==> src/hdl/cma_pkg.sv <==
// Shared types and constants for the covariance matrix accumulator.
package cma_pkg;
   localparam logic [1:0] OP_PUSH = 2'd0;
   localparam logic [1:0] OP_COV  = 2'd1;
   localparam logic [1:0] OP_MEAN = 2'd2;
   localparam logic [1:0] OP_CLR  = 2'd3;
   localparam int SUM_W   = 33;
   localparam int CROSS_W = 48;
   localparam int NUM_W   = 64;
   localparam int DEN_W   = 34;
   localparam int VAL_W   = 32;
   localparam int CNT_W   = 17;
endpackage

==> src/hdl/cma_divider.sv <==
// Restoring divider: signed numerator over positive denominator, truncated, saturated to 32 bits.
module cma_divider (
   input  logic                       clock,
   input  logic                       reset,
   input  logic                       start,
   input  logic [cma_pkg::NUM_W-1:0]  num,
   input  logic [cma_pkg::DEN_W-1:0]  den,
   output logic                       done,
   output logic [cma_pkg::VAL_W-1:0]  quot
);
   localparam int NW = cma_pkg::NUM_W;
   localparam int DW = cma_pkg::DEN_W;
   logic [NW-1:0] q_ff, q_in;
   logic [DW:0]   r_ff, r_in;
   logic [DW-1:0] d_ff, d_in;
   logic          neg_ff, neg_in, busy_ff, busy_in, done_ff, done_in;
   logic [6:0]    cnt_ff, cnt_in;
   logic [DW+1:0] trial;
   logic [NW-1:0] mag;

   always_comb begin
      mag = num[NW-1] ? (~num + 1'b1) : num;
      trial = {r_ff, q_ff[NW-1]} - {2'b0, d_ff};
      q_in = q_ff; r_in = r_ff; d_in = d_ff; neg_in = neg_ff;
      busy_in = busy_ff; cnt_in = cnt_ff; done_in = 1'b0;
      if (start) begin
         q_in = mag; r_in = '0; d_in = den; neg_in = num[NW-1];
         busy_in = 1'b1; cnt_in = '0;
      end else if (busy_ff) begin
         if (!trial[DW+1]) begin
            r_in = trial[DW:0];
            q_in = {q_ff[NW-2:0], 1'b1};
         end else begin
            r_in = {r_ff[DW-1:0], q_ff[NW-1]};
            q_in = {q_ff[NW-2:0], 1'b0};
         end
         cnt_in = cnt_ff + 7'd1;
         if (cnt_ff == 7'(NW-1)) begin
            busy_in = 1'b0;
            done_in = 1'b1;
         end
      end
   end

   always_ff @(posedge clock) begin
      if (reset) begin
         busy_ff <= 1'b0;
         done_ff <= 1'b0;
      end else begin
         busy_ff <= busy_in;
         done_ff <= done_in;
      end
      q_ff <= q_in; r_ff <= r_in; d_ff <= d_in; neg_ff <= neg_in; cnt_ff <= cnt_in;
   end

   always_comb begin
      if (neg_ff) begin
         if (q_ff > 64'h8000_0000) quot = 32'h8000_0000;
         else quot = 32'(~q_ff + 1'b1);
      end else begin
         if (q_ff > 64'h7FFF_FFFF) quot = 32'h7FFF_FFFF;
         else quot = q_ff[31:0];
      end
   end
   assign done = done_ff;
endmodule

==> config.mk <==
export PLATFORM = sky130hd
export DESIGN_NAME = cma_divider
export DESIGN_NICKNAME = d
export VERILOG_FILES = /design/src/hdl/cma_pkg.sv /design/src/hdl/cma_divider.sv
export SDC_FILE = /design/constraint.sdc
export NUM_CORES = 1
export LEC_CHECK = 0
export BUFFER_PORTS_ARGS = -buffer_cell sky130_fd_sc_hd__buf_2
export CAP_MARGIN = 20
export CORE_MARGIN = 10
export CORE_UTILIZATION = 45
export CTS_CLUSTER_DIAMETER = 40
export DETAILED_ROUTE_END_ITERATION = 16
export MAX_ROUTING_LAYER = met4
export PLACE_DENSITY_LB_ADDON = 0.2
export SLEW_MARGIN = 20
export SYNTH_ARGS = -nofsm -noshare
export SYNTH_HDL_FRONTEND = slang
export SYNTH_SLANG_ARGS = --single-unit
export TNS_END_PERCENT = 10
==> constraint.sdc <==
create_clock -name clock -period 3.4 [get_ports clock]
set_clock_uncertainty 0.1 [all_clocks]
set_input_delay 0.34 -clock clock [delete_from_list [all_inputs] [get_ports clock]]
set_output_delay 0.34 -clock clock [all_outputs]
set_load 0.02 [all_outputs]
==> impl_summary.log <==
INFO  metric post-synth-top-area-fraction = 0.291
INFO  metric critical_path_peak_fanout = 4
INFO  metric tritoncts = done
INFO  metric clk_pin_slew = 0.06 ns
INFO  metric fin_util = 0.562
INFO  metric clock_sinks = approximately 140
INFO  metric grt_first_pass_wirelength = 45300 um
INFO  metric setup_slack = -0.191 ns
INFO  metric synth.area.top_cells = edfxtp_1 (29%), dfxtp_1 (8.6%), xor2_1 (5.8%), a21oi_1 (5.8%), nor2_1 (5.7%)
INFO  metric stdcell_count = 1655
INFO  metric internal_power = 3.89 mW
INFO  metric initial_utilization = 0.454
INFO  metric netlist_area = 10200 um^2
INFO  metric floorplan.die_area = 29100 um^2
INFO  metric synth_simple_gate_area_share = 0.213
INFO  metric max-cap-violations = 0
INFO  metric drtAntennaViolNets = 0
INFO  metric worst_slew_pin_slew = 0.626 ns
INFO  metric maxClockFrequency = 0.278 GHz
INFO  metric synth.area.mux_share = 0.00870
INFO  metric combinational_family_with_the_most_area_after_synthesis = compound AO/OA/AOI/OAI gates
INFO  metric grt_max_degree = about 80
INFO  metric cts_root_buffer = clkbuf_16
INFO  metric relSlewSlack = 0.583
INFO  metric finalHoldViolCount = 0
INFO  metric ctsLongestPathBuffers = 2
INFO  metric place_inst = around 1600
INFO  metric die_w = 171 um
INFO  metric initialDrtViolationCount = 853
INFO  metric cp.required = 2.96 ns
INFO  metric globalRouteTotalUtil = 0.195
INFO  metric hold_path_class = in -> reg
INFO  metric avgSynthCellArea = 8.70 um^2
INFO  metric grt-ovfl-total = 0
INFO  metric netlist-cell-type-count = 88
INFO  metric via_per_inst = 5.70
INFO  metric std_cell_rows = 55
INFO  metric yosys_register_bits = 143
INFO  metric vias_in_the_first_global_route = 8835
INFO  metric area_growth = 23.8%
INFO  metric critical_path_arrival = 3.15 ns
INFO  metric port_buffers = approximately 130
INFO  metric height_of_the_chip = 171 um
INFO  metric detailedPlacementHpwl = roughly 20000 um
INFO  metric floorplan.io_pins = 134
INFO  metric post-route-period-util = 1.06
INFO  metric failed_checks = setup timing
INFO  metric cts_made_buffers = 17
INFO  metric gp_congestion = between 0.8 and 0.9
INFO  metric report.power.total = 5.51 mW
INFO  metric yosysSeqAreaShare = 0.377
INFO  metric h-tree-depth = 4
INFO  metric power_density = 436 nW/um^2
INFO  metric worst_skew_pair.late_latency = approximately 0.43 ns
INFO  metric grt_antenna_before_repair = 3
INFO  metric end_kind = output port
INFO  metric clockPowerShare = 0.386
INFO  metric rsz0062_at_grt = yes
INFO  metric p_leak = 5.01 nW
INFO  metric number_of_nets_produced_by_synthesis = 1312
INFO  metric dr.pass1.iters = 5
INFO  metric synthesis.instances = between 1000 and 1500
INFO  metric placement.setup.worst_slack = -0.0577 ns
INFO  metric timing.final.crit_period = approximately 3.6 ns
INFO  metric hold-worst-slack = 0.0218 ns
INFO  metric most_common_library_cell_in_the_layout_ignoring_fill_and_taps = nor2_1
INFO  metric via_count = 9430
INFO  metric final_nets = 1491
INFO  metric setup_viol = 24
INFO  metric yosysWarningCount = 0
INFO  metric drt_drc_violations_left = 0
INFO  metric proportion_of_power_drawn_by_flip_flops_and_latches = 0.396
INFO  metric asyncSetResetFlopFracSynth = 0
INFO  metric critPathLaunchType = flip-flop
INFO  metric peakVddDrop = 0.317 mV
INFO  metric power.share.combinational = 0.218
INFO  metric netlist.top_cell.by_area = edfxtp_1
INFO  metric synth-main-ff-cell = edfxtp_1
INFO  metric complex_gate_fraction_of_the_synthesized_area = 0.230
INFO  metric run_status = complete, but fails checks
INFO  metric post_synth_fa_ha_maj_area_fraction = 0.0473
INFO  metric drt-wirelength-per-cell = approximately 17 um
INFO  metric p_switching = 1.61 mW
INFO  metric path_class = reg -> out
INFO  metric p_sw_frac = 0.293
INFO  metric drive_above_1_share = 0.213
INFO  metric synth_area_in_xor_xnor = 0.0763
INFO  metric slew_viol_final = 0
INFO  metric route.final.wire_length = about 28000 um
INFO  metric synth-edff-count = roughly 100
INFO  metric core_area = 22500 um^2
INFO  metric mostFrequentLayoutCells = nor2_1 (152), buf_2 (122), a21oi_1 (110)
## sequential cells by signal (all words and copies together), names as in the netlist
signal	flops
d_ff	34
done	1
cnt_ff	7
r_ff	35
q_ff	64
neg_ff	1
busy_ff	1
## Yosys cell counts (all sizes together), types with 22 or more instances
master / n
a21oi: 118
a311oi: 23
clkbuf: 41
dfxtp: 44
edfxtp: 99
ha: 37
inv: 57
nand2: 98
nand3: 22
nor2: 154
nor3: 32
o21ai: 65
xor2: 68
## path summary, 6_finish.rpt
| kind | startpoint | endpoint | slack [ns] | cells after the start |
|---|---|---|---|---|
| worst max-delay path | q_ff[0] | quot[31] | -0.19 | 11 |
| worst min-delay path | reset | busy_ff | 0.02 | 2 |
| worst max register to register | q_ff[63] | r_ff[34] | 0.23 | 13 |
| worst min register to register | cnt_ff[6] | cnt_ff[6] | 0.38 | 2 |
## per-layer routing
metal,track usage,share of wire
met5,-,0
met4,0.0584,0.018
met1,0.275,0.49
met2,0.284,0.44
met3,0.0295,0.051
## per-stage QoR
step | instance area (um^2) | setup TNS, ns
6_report | 12600 | -1.30
5_1_grt | 12600 | -5.42
4_1_cts | 12400 | -0.982
3_5_place_dp | 11300 | -0.199
3_3_place_gp | 11300 | -0.00945
2_1_floorplan | 10200 | 0
## final cells by class
| cell class | count | area [um^2] |
|---|---|---|
| Multi-Input combinational cell | 915 | 6060 |
| Tap cell | 285 | 357 |
| Sequential cell | 143 | 3850 |
| Clock inverter | 12 | 191 |
| Inverter | 57 | 214 |
| Timing Repair Buffer | 218 | 1460 |
| Antenna cell | 5 | 12.5 |
| Clock buffer | 20 | 479 |
| Fill cell | 2017 | 9870 |
## timing repair
action / in CTS / in global routing
setup endpoints to repair: 32 / 57
pin swaps: 5 / 6
cloned: 1 / 0
endpoints found under the hold margin: 34 / 0
resized for setup: 21 / 37
setup buffers: 5 / 5
hold buffers: 34 / 0
## critical path, cell delays in order, from the launching register on
cell	delay, ns
edfxtp_1	0.41
buf_4	0.16
or3_4	0.37
nor4_4	0.15
buf_4	0.17
nand4_1	0.15
or3_4	0.39
or3_4	0.34
nor2_2	0.12
xor2_1	0.16
a31oi_1	0.11
buf_4	0.20
## logic make-up after synthesis
logic type,after synthesis
and+or+nand+nor,425
AOI/OAI and AO/OA,354
DFF,143
buffers and inverters,116
xor gates and xnor gates,89
adders and majority gates,38
muxes,8
## power groups by stage
stage               Clock (mW)  Sequential, mW  Combinational, mW
finish                    2.13            2.18               1.20
global placement             0            2.21               1.10
CTS                       2.17            2.17               1.17
detailed placement           0            2.21               1.11
global route              2.24            2.20               1.34
floorplan                    0            2.17              0.774
Note: power is estimated with default switching activity, not from simulation.
