File: src/hdl/cma_ram.sv
// Generic single-port-write, single-read RAM with registered read data.
module cma_ram #(
   parameter int WIDTH = 8,
   parameter int DEPTH = 16
) (
   input  logic                     clock,
   input  logic                     wr_en,
   input  logic [$clog2(DEPTH)-1:0] wr_addr,
   input  logic [WIDTH-1:0]         wr_data,
   input  logic [$clog2(DEPTH)-1:0] rd_addr,
   output logic [WIDTH-1:0]         rd_data
);
   logic [WIDTH-1:0] mem [DEPTH];
   always_ff @(posedge clock) begin
      if (wr_en) mem[wr_addr] <= wr_data;
      rd_data <= mem[rd_addr];
   end
endmodule

File: config.mk
export PLATFORM = sky130hd
export DESIGN_NAME = cma_ram
export DESIGN_NICKNAME = d
export VERILOG_FILES = /design/src/hdl/cma_ram.sv
export SDC_FILE = /design/constraint.sdc
export NUM_CORES = 1
export LEC_CHECK = 0
export BUFFER_PORTS_ARGS = -buffer_cell sky130_fd_sc_hd__buf_2
export CORE_MARGIN = 10
export CORE_UTILIZATION = 60
export DETAILED_ROUTE_END_ITERATION = 6
export PLACE_DENSITY = 0.88
export SYNTH_ARGS = -nofsm -noshare
export SYNTH_HDL_FRONTEND = slang
export SYNTH_SLANG_ARGS = --single-unit
File: constraint.sdc
create_clock -name clock -period 3.72 [get_ports clock]
set_input_delay 0.744 -clock clock [delete_from_list [all_inputs] [get_ports clock]]
set_output_delay 0.744 -clock clock [all_outputs]
set_load 0.005 [all_outputs]
==> flow_summary.yaml, run 1 <==
outcome:
  status: "complete, no violations"
routing:
  first_pass_iters: 4
  ant_nets: 0
  drc: 0
  num_vias: 2530
  vias_per_cell: 6.55
  post_drt_wl_per_cell_um: 27.1
  wl_mm: 10.4
  drtIter0Drc: 206
placement:
  dp_slack_ns: 1.03
  placed_cells_incl_taps: 354
  port-buffer-count: 25
  gp_congestion: 0.773
  hpwl_mm: 6.07
clock_tree:
  cts_tree: "done"
  ctsHoldBuffers: 0
  clock_latency_ns: 0.51
  cts-root-buf: "clkbuf_8"
  cts.repair.resized: 0
  clk_pin_slew_worst_paths_ns: 0.06
  cts_htree_levels: 4
  clockBufferDepth: 2
  cts_inserted_buffers: 17
  cts_setup_buffers: 0
  cts.sinks: 136
floorplanning:
  io_pins: 26
  die_y_um: 113
  rows: 33
  dieArea_sq_mm: 0.0127
  start_util: 0.620
  die_x_um: 113
  core_area_sq_mm: 0.00830
critical_path:
  slowest_delay_ns: 0.62
  arrival_ns: 2.56
  crit_type: "in -> reg"
  start_kind: "input pin"
  crit_slowest_cell: "mux4_1"
  setup.worst_path.end_class: "register"
  cp_max_fo: 20
  crit_chain: "buf_2 -> buf_4 -> mux4_1 -> a22oi_1 -> nand2_1"
  r2r_start: "mem[5][3]"
  timing.rr.end: "rd_data[3]"
  cp.required_ns: 4.12
  r2r_slack_ns: 2.30
  r2r.worst_path.cells: 3
synth:
  synthesis.area_sq_mm: 0.00515
  ys_types: 19
  syn_avg_cell_area_sq_um: 22.5
  yosysSeqAreaShare: 0.778
  synth-seq-cells: 136
  yosysWarnings: 0
  synthCells: 229
  syn_nets: 247
job:
  cap_violations: 0
grt:
  antenna_found_initial: 0
  track_usage: 0.173
  grt.overflow.total: 0
  grt_pass1_wl_mm: 16.2
  grt_start_max_net_pins: 33
  grt_pass1_vias: 2647
timing:
  worst_pin_slew_ns: 0.956
  worst_clock_skew_ns: 0.00540
  fmax_ghz: 0.462
  fin_ws_ns: 1.56
  finalHoldViolCount: 0
  fin_setup_tns_ns: 0
  finalSetupViolCount: 0
  post-route-period-util: 0.582
  post-route-min-period_ns: 2.16
  slew_headroom: 0.360
  rsz0062_at_grt: "false"
  slew_violations: 0
hold_path:
  whs_endpoint: "mem[1][2]"
  hold_path_class: "in -> reg"
  min_from: "wr_data[2]"
  hold_depth: 1
power_and_ir_drop:
  ir_drop_v: 0.000375
  p_per_area_mw_per_mm2: 597
  leakage_nw: 2.00
finish:
  stdcell_count: 386
  diodes: 0
  layout.nets: 286
  area_growth_pct: 15.7
  drive_above_1_share: 0.278
metrics by stage:
| stage | util | cell area (sq um) | hold slack (ns) | power [mW] |
|---|---|---|---|---|
| 3_3_place_gp | 0.645 | 5360 | 0.648 | 1.89 |
| 3_5_place_dp | 0.645 | 5360 | 0.661 | 1.90 |
| 5_1_grt | 0.717 | 5950 | 0.607 | 3.66 |
| 2_1_floorplan | - | 5150 | 0.629 | 1.84 |
| 6_report | 0.717 | 5950 | 0.618 | 3.56 |
| 4_1_cts | 0.717 | 5950 | 0.589 | 3.57 |
flip-flops by register name, summed over array words and instances, names as in the netlist:
signal and flops:
mem 128, rd_data 8
cells in the mapped netlist (all sizes together):
cell / count / area [sq um]
nor2: 13 / 48.8
nand3: 1 / 5.00
nand3b: 2 / 15.0
or3b: 1 / 8.76
and2: 1 / 6.26
nand2b: 2 / 12.5
dfxtp: 8 / 160
nor2b: 1 / 6.26
a22oi: 16 / 120
and2b: 1 / 7.51
buf: 7 / 56.3
nand2: 9 / 33.8
edfxtp: 128 / 3840
clkdlybuf4s25: 3 / 30.0
mux4: 32 / 773
nor3: 4 / 20.0
metal layers:
metal,up-vias,global-route usage,share of wire
li1,1052,-,-
met1,1316,0.221,0.39
met2,140,0.262,0.50
met3,22,0.0612,0.089
met4,0,0.0761,0.021
met5,-,0,0
critical path, delay by kind of cell:
family	cells	cell delay [ns]
compound gates	1	0.28
buf+inv	2	0.81
mux	1	0.62
simple gates	1	0.08
how the worst max path moves through the flow:
stage               startpoint          to  slack, ns  depth (start not counted)
finish              rd_addr[0]  rd_data[5]       1.56                          5
floorplan           wr_addr[2]   mem[0][0]       1.48                          2
CTS                 rd_addr[0]  rd_data[5]       1.54                          5
global route        rd_addr[0]  rd_data[3]       1.40                          5
detailed placement  rd_addr[0]  rd_data[5]       1.03                          5
global placement    rd_addr[0]  rd_data[3]       1.06                          5
cell type report:
| class | count | area (sq um) |
|---|---|---|
| flip-flops and latches | 136 | 4000 |
| fillers | 453 | 2350 |
| multi-input cells | 83 | 1060 |
| clock buffers | 17 | 414 |
| clock inverters | 15 | 184 |
| repair buffers | 30 | 163 |
| well taps | 105 | 131 |
cell families after synthesis:
logic type | after synthesis | share of synthesized area
flops | 136 | 0.778
simple gates | 35 | 0.0318
mux | 32 | 0.150
compound gates | 16 | 0.0233
buf+inv | 10 | 0.0168
cell usage in the layout, fill, tap and decap left out, types with 2 or more instances in the layout:
master      count
nor2_1         13
mux4_1         14
nand2b_1        2
nor3_1          4
mux4_2         18
clkinv_1        3
a22oi_1        16
clkbuf_16      16
nand3b_1        2
buf_2          25
clkinv_2        3
clkinvlp_4      5
edfxtp_1      128
buf_4           5
nand2_1         9
dfxtp_1         8
bufinv_16       4
where the power goes:
part / switching [mW] / internal (mW)
clock: 0.606 / 1.08
sequential: 0.0103 / 1.71
combinational: 0.0887 / 0.0622
total: 0.705 / 2.85
(Power assumes the default switching activity.)
==> run 2: changes to the inputs <==
--- a/config.mk
+++ b/config.mk
@@ -7,9 +7,9 @@
 export LEC_CHECK = 0
 export BUFFER_PORTS_ARGS = -buffer_cell sky130_fd_sc_hd__buf_2
 export CORE_MARGIN = 10
-export CORE_UTILIZATION = 60
+export CORE_UTILIZATION = 54
 export DETAILED_ROUTE_END_ITERATION = 6
-export PLACE_DENSITY = 0.88
+export PLACE_DENSITY = 0.84
 export SYNTH_ARGS = -nofsm -noshare
 export SYNTH_HDL_FRONTEND = slang
 export SYNTH_SLANG_ARGS = --single-unit
==> constraint.sdc (replaced) <==
create_clock -name clock -period 1.9 [get_ports clock]
set_input_delay 0.38 -clock clock [delete_from_list [all_inputs] [get_ports clock]]
set_output_delay 0.38 -clock clock [all_outputs]
set_load 0.005 [all_outputs]
==> flow_summary.yaml, run 2 (synthesized netlist as in run 1, its figures left out) <==
outcome:
  status: "complete, no violations"
critical_path:
  path_delay_family: "multiplexers"
  cp_max_fo: 1
  crit_type: "reg -> reg"
  crit_slowest_cell: "mux4_1"
  setup.worst_path.end_class: "register"
  worst-path-buf-inv: 0
  arrival_ns: 1.87
  start_kind: "register"
  slowest_delay_ns: 0.52
  cp.required_ns: 2.30
  crit_chain: "mux4_1 -> a22oi_1 -> nand2_1"
finish:
  reg.largest.list: "mem (128), rd_data (8)"
  area_growth_pct: 18.8
  regMostFlops: "mem"
  diodes: 0
  final_common_cell: "edfxtp_1"
  mostFrequentLayoutCells: "128 x edfxtp_1, 25 x buf_2, 20 x buf_4, 18 x mux4_2"
  drive_above_1_share: 0.324
  layout.nets: 304
  largest_register_ffs: 128
timing:
  worst_clock_skew_ns: 0.00434
  worst_pin_slew_ns: 0.392
  rsz0062_at_grt: "false"
  fin_hold_ws_ns: 0.232
  slew_violations: 0
  slew_headroom: 0.739
  fmax_ghz: 0.684
  fin_setup_tns_ns: 0
  fin_ws_ns: 0.439
  post-route-min-period_ns: 1.46
  post-route-period-util: 0.769
  finalHoldViolCount: 0
  finalSetupViolCount: 0
hold_path:
  hold_path_class: "in -> reg"
grt:
  grt_pass1_wl_mm: 16.1
  grtUsageMet3: 0.0470
  grt.overflow.total: 0
  busiest_layer: "met2"
  grt_pass1_vias: 2693
  track_usage: 0.157
  met2_usage: 0.244
  grt_start_max_net_pins: 19
  gr-usage-met1: 0.200
  antenna_found_initial: 1
floorplanning:
  start_util: 0.557
  die_y_um: 118
  die_x_um: 118
  io_pins: 26
  dieArea_sq_mm: 0.0138
  rows: 35
  core_area_sq_mm: 0.00924
placement:
  gp_congestion: 0.764
  port-buffer-count: 25
  dp_slack_ns: 0.00907
  hpwl_mm: 6.58
clock_tree:
  cts_htree_levels: 4
  clockBufferDepth: 2
  cts_inserted_buffers: 17
  clock_latency_ns: 0.52
  cts.sinks: 136
  cts_setup_buffers: 0
  cts-root-buf: "clkbuf_8"
  cts_tree: "done"
  ctsHoldBuffers: 0
  clk_pin_slew_worst_paths_ns: 0.06
  cts.repair.resized: 0
routing:
  num_vias: 2489
  first_pass_iters: 4
  drtIter0Drc: 236
  vias_per_cell: 5.82
  ant_nets: 0
  drc: 0
  wl_mm: 10.2
  post_drt_wl_per_cell_um: 23.7
power_and_ir_drop:
  p_per_area_mw_per_mm2: 1100
  power.share.switching: 0.208
  ir_drop_v: 0.000820
  switching_power_mw: 1.40
  leakage_nw: 2.08
  totalPowerFinal_mw: 6.73
  pwr-share-seq: 0.502
  power_frac_clock: 0.451
  p_comb_frac: 0.047
  p_int_mw: 5.33
job:
  cap_violations: 0
## run 2: layer usage
metal	share of wire	up-vias
li1	-	1085
met2	0.50	108
met1	0.40	1278
met3	0.079	16
met4	0.017	2
met5	0.0018	-
## run 2: worst paths after layout
| kind | cells after the start | endpoint | from | slack [ns] |
|---|---|---|---|---|
| max reg2reg | 3 | rd_data[2] | mem[2][2] | 0.44 |
| min | 1 | mem[2][4] | wr_data[4] | 0.23 |
| min reg2reg | 3 | rd_data[7] | mem[12][7] | 0.69 |
| max | 3 | rd_data[2] | mem[2][2] | 0.44 |
## run 2: cell type report
cell class | count | area [sq um]
Clock buffer | 22 | 463
Clock inverter | 10 | 96.3
Fill cell | 571 | 3120
Multi-Input combinational cell | 83 | 1060
Sequential cell | 136 | 4000
Tap cell | 129 | 161
Timing Repair Buffer | 48 | 335
## run 2: stage by stage
stage / utilization / instances / area, sq um
4_1_cts: 0.662 / 428 / 6120
2_1_floorplan: - / 229 / 5150
5_1_grt: 0.662 / 428 / 6120
6_report: 0.662 / 428 / 6120
3_5_place_dp: 0.601 / 396 / 5560
3_3_place_gp: 0.601 / 396 / 5560
## run 2: power by group through the flow
stage,Combinational (mW),Sequential (mW),Clock (mW)
after global routing,0.345,3.38,3.21
after global placement,0.303,3.43,0
final,0.316,3.38,3.04
after CTS,0.322,3.38,3.07
after floorplan,0.170,3.43,0
after detailed placement,0.320,3.44,0
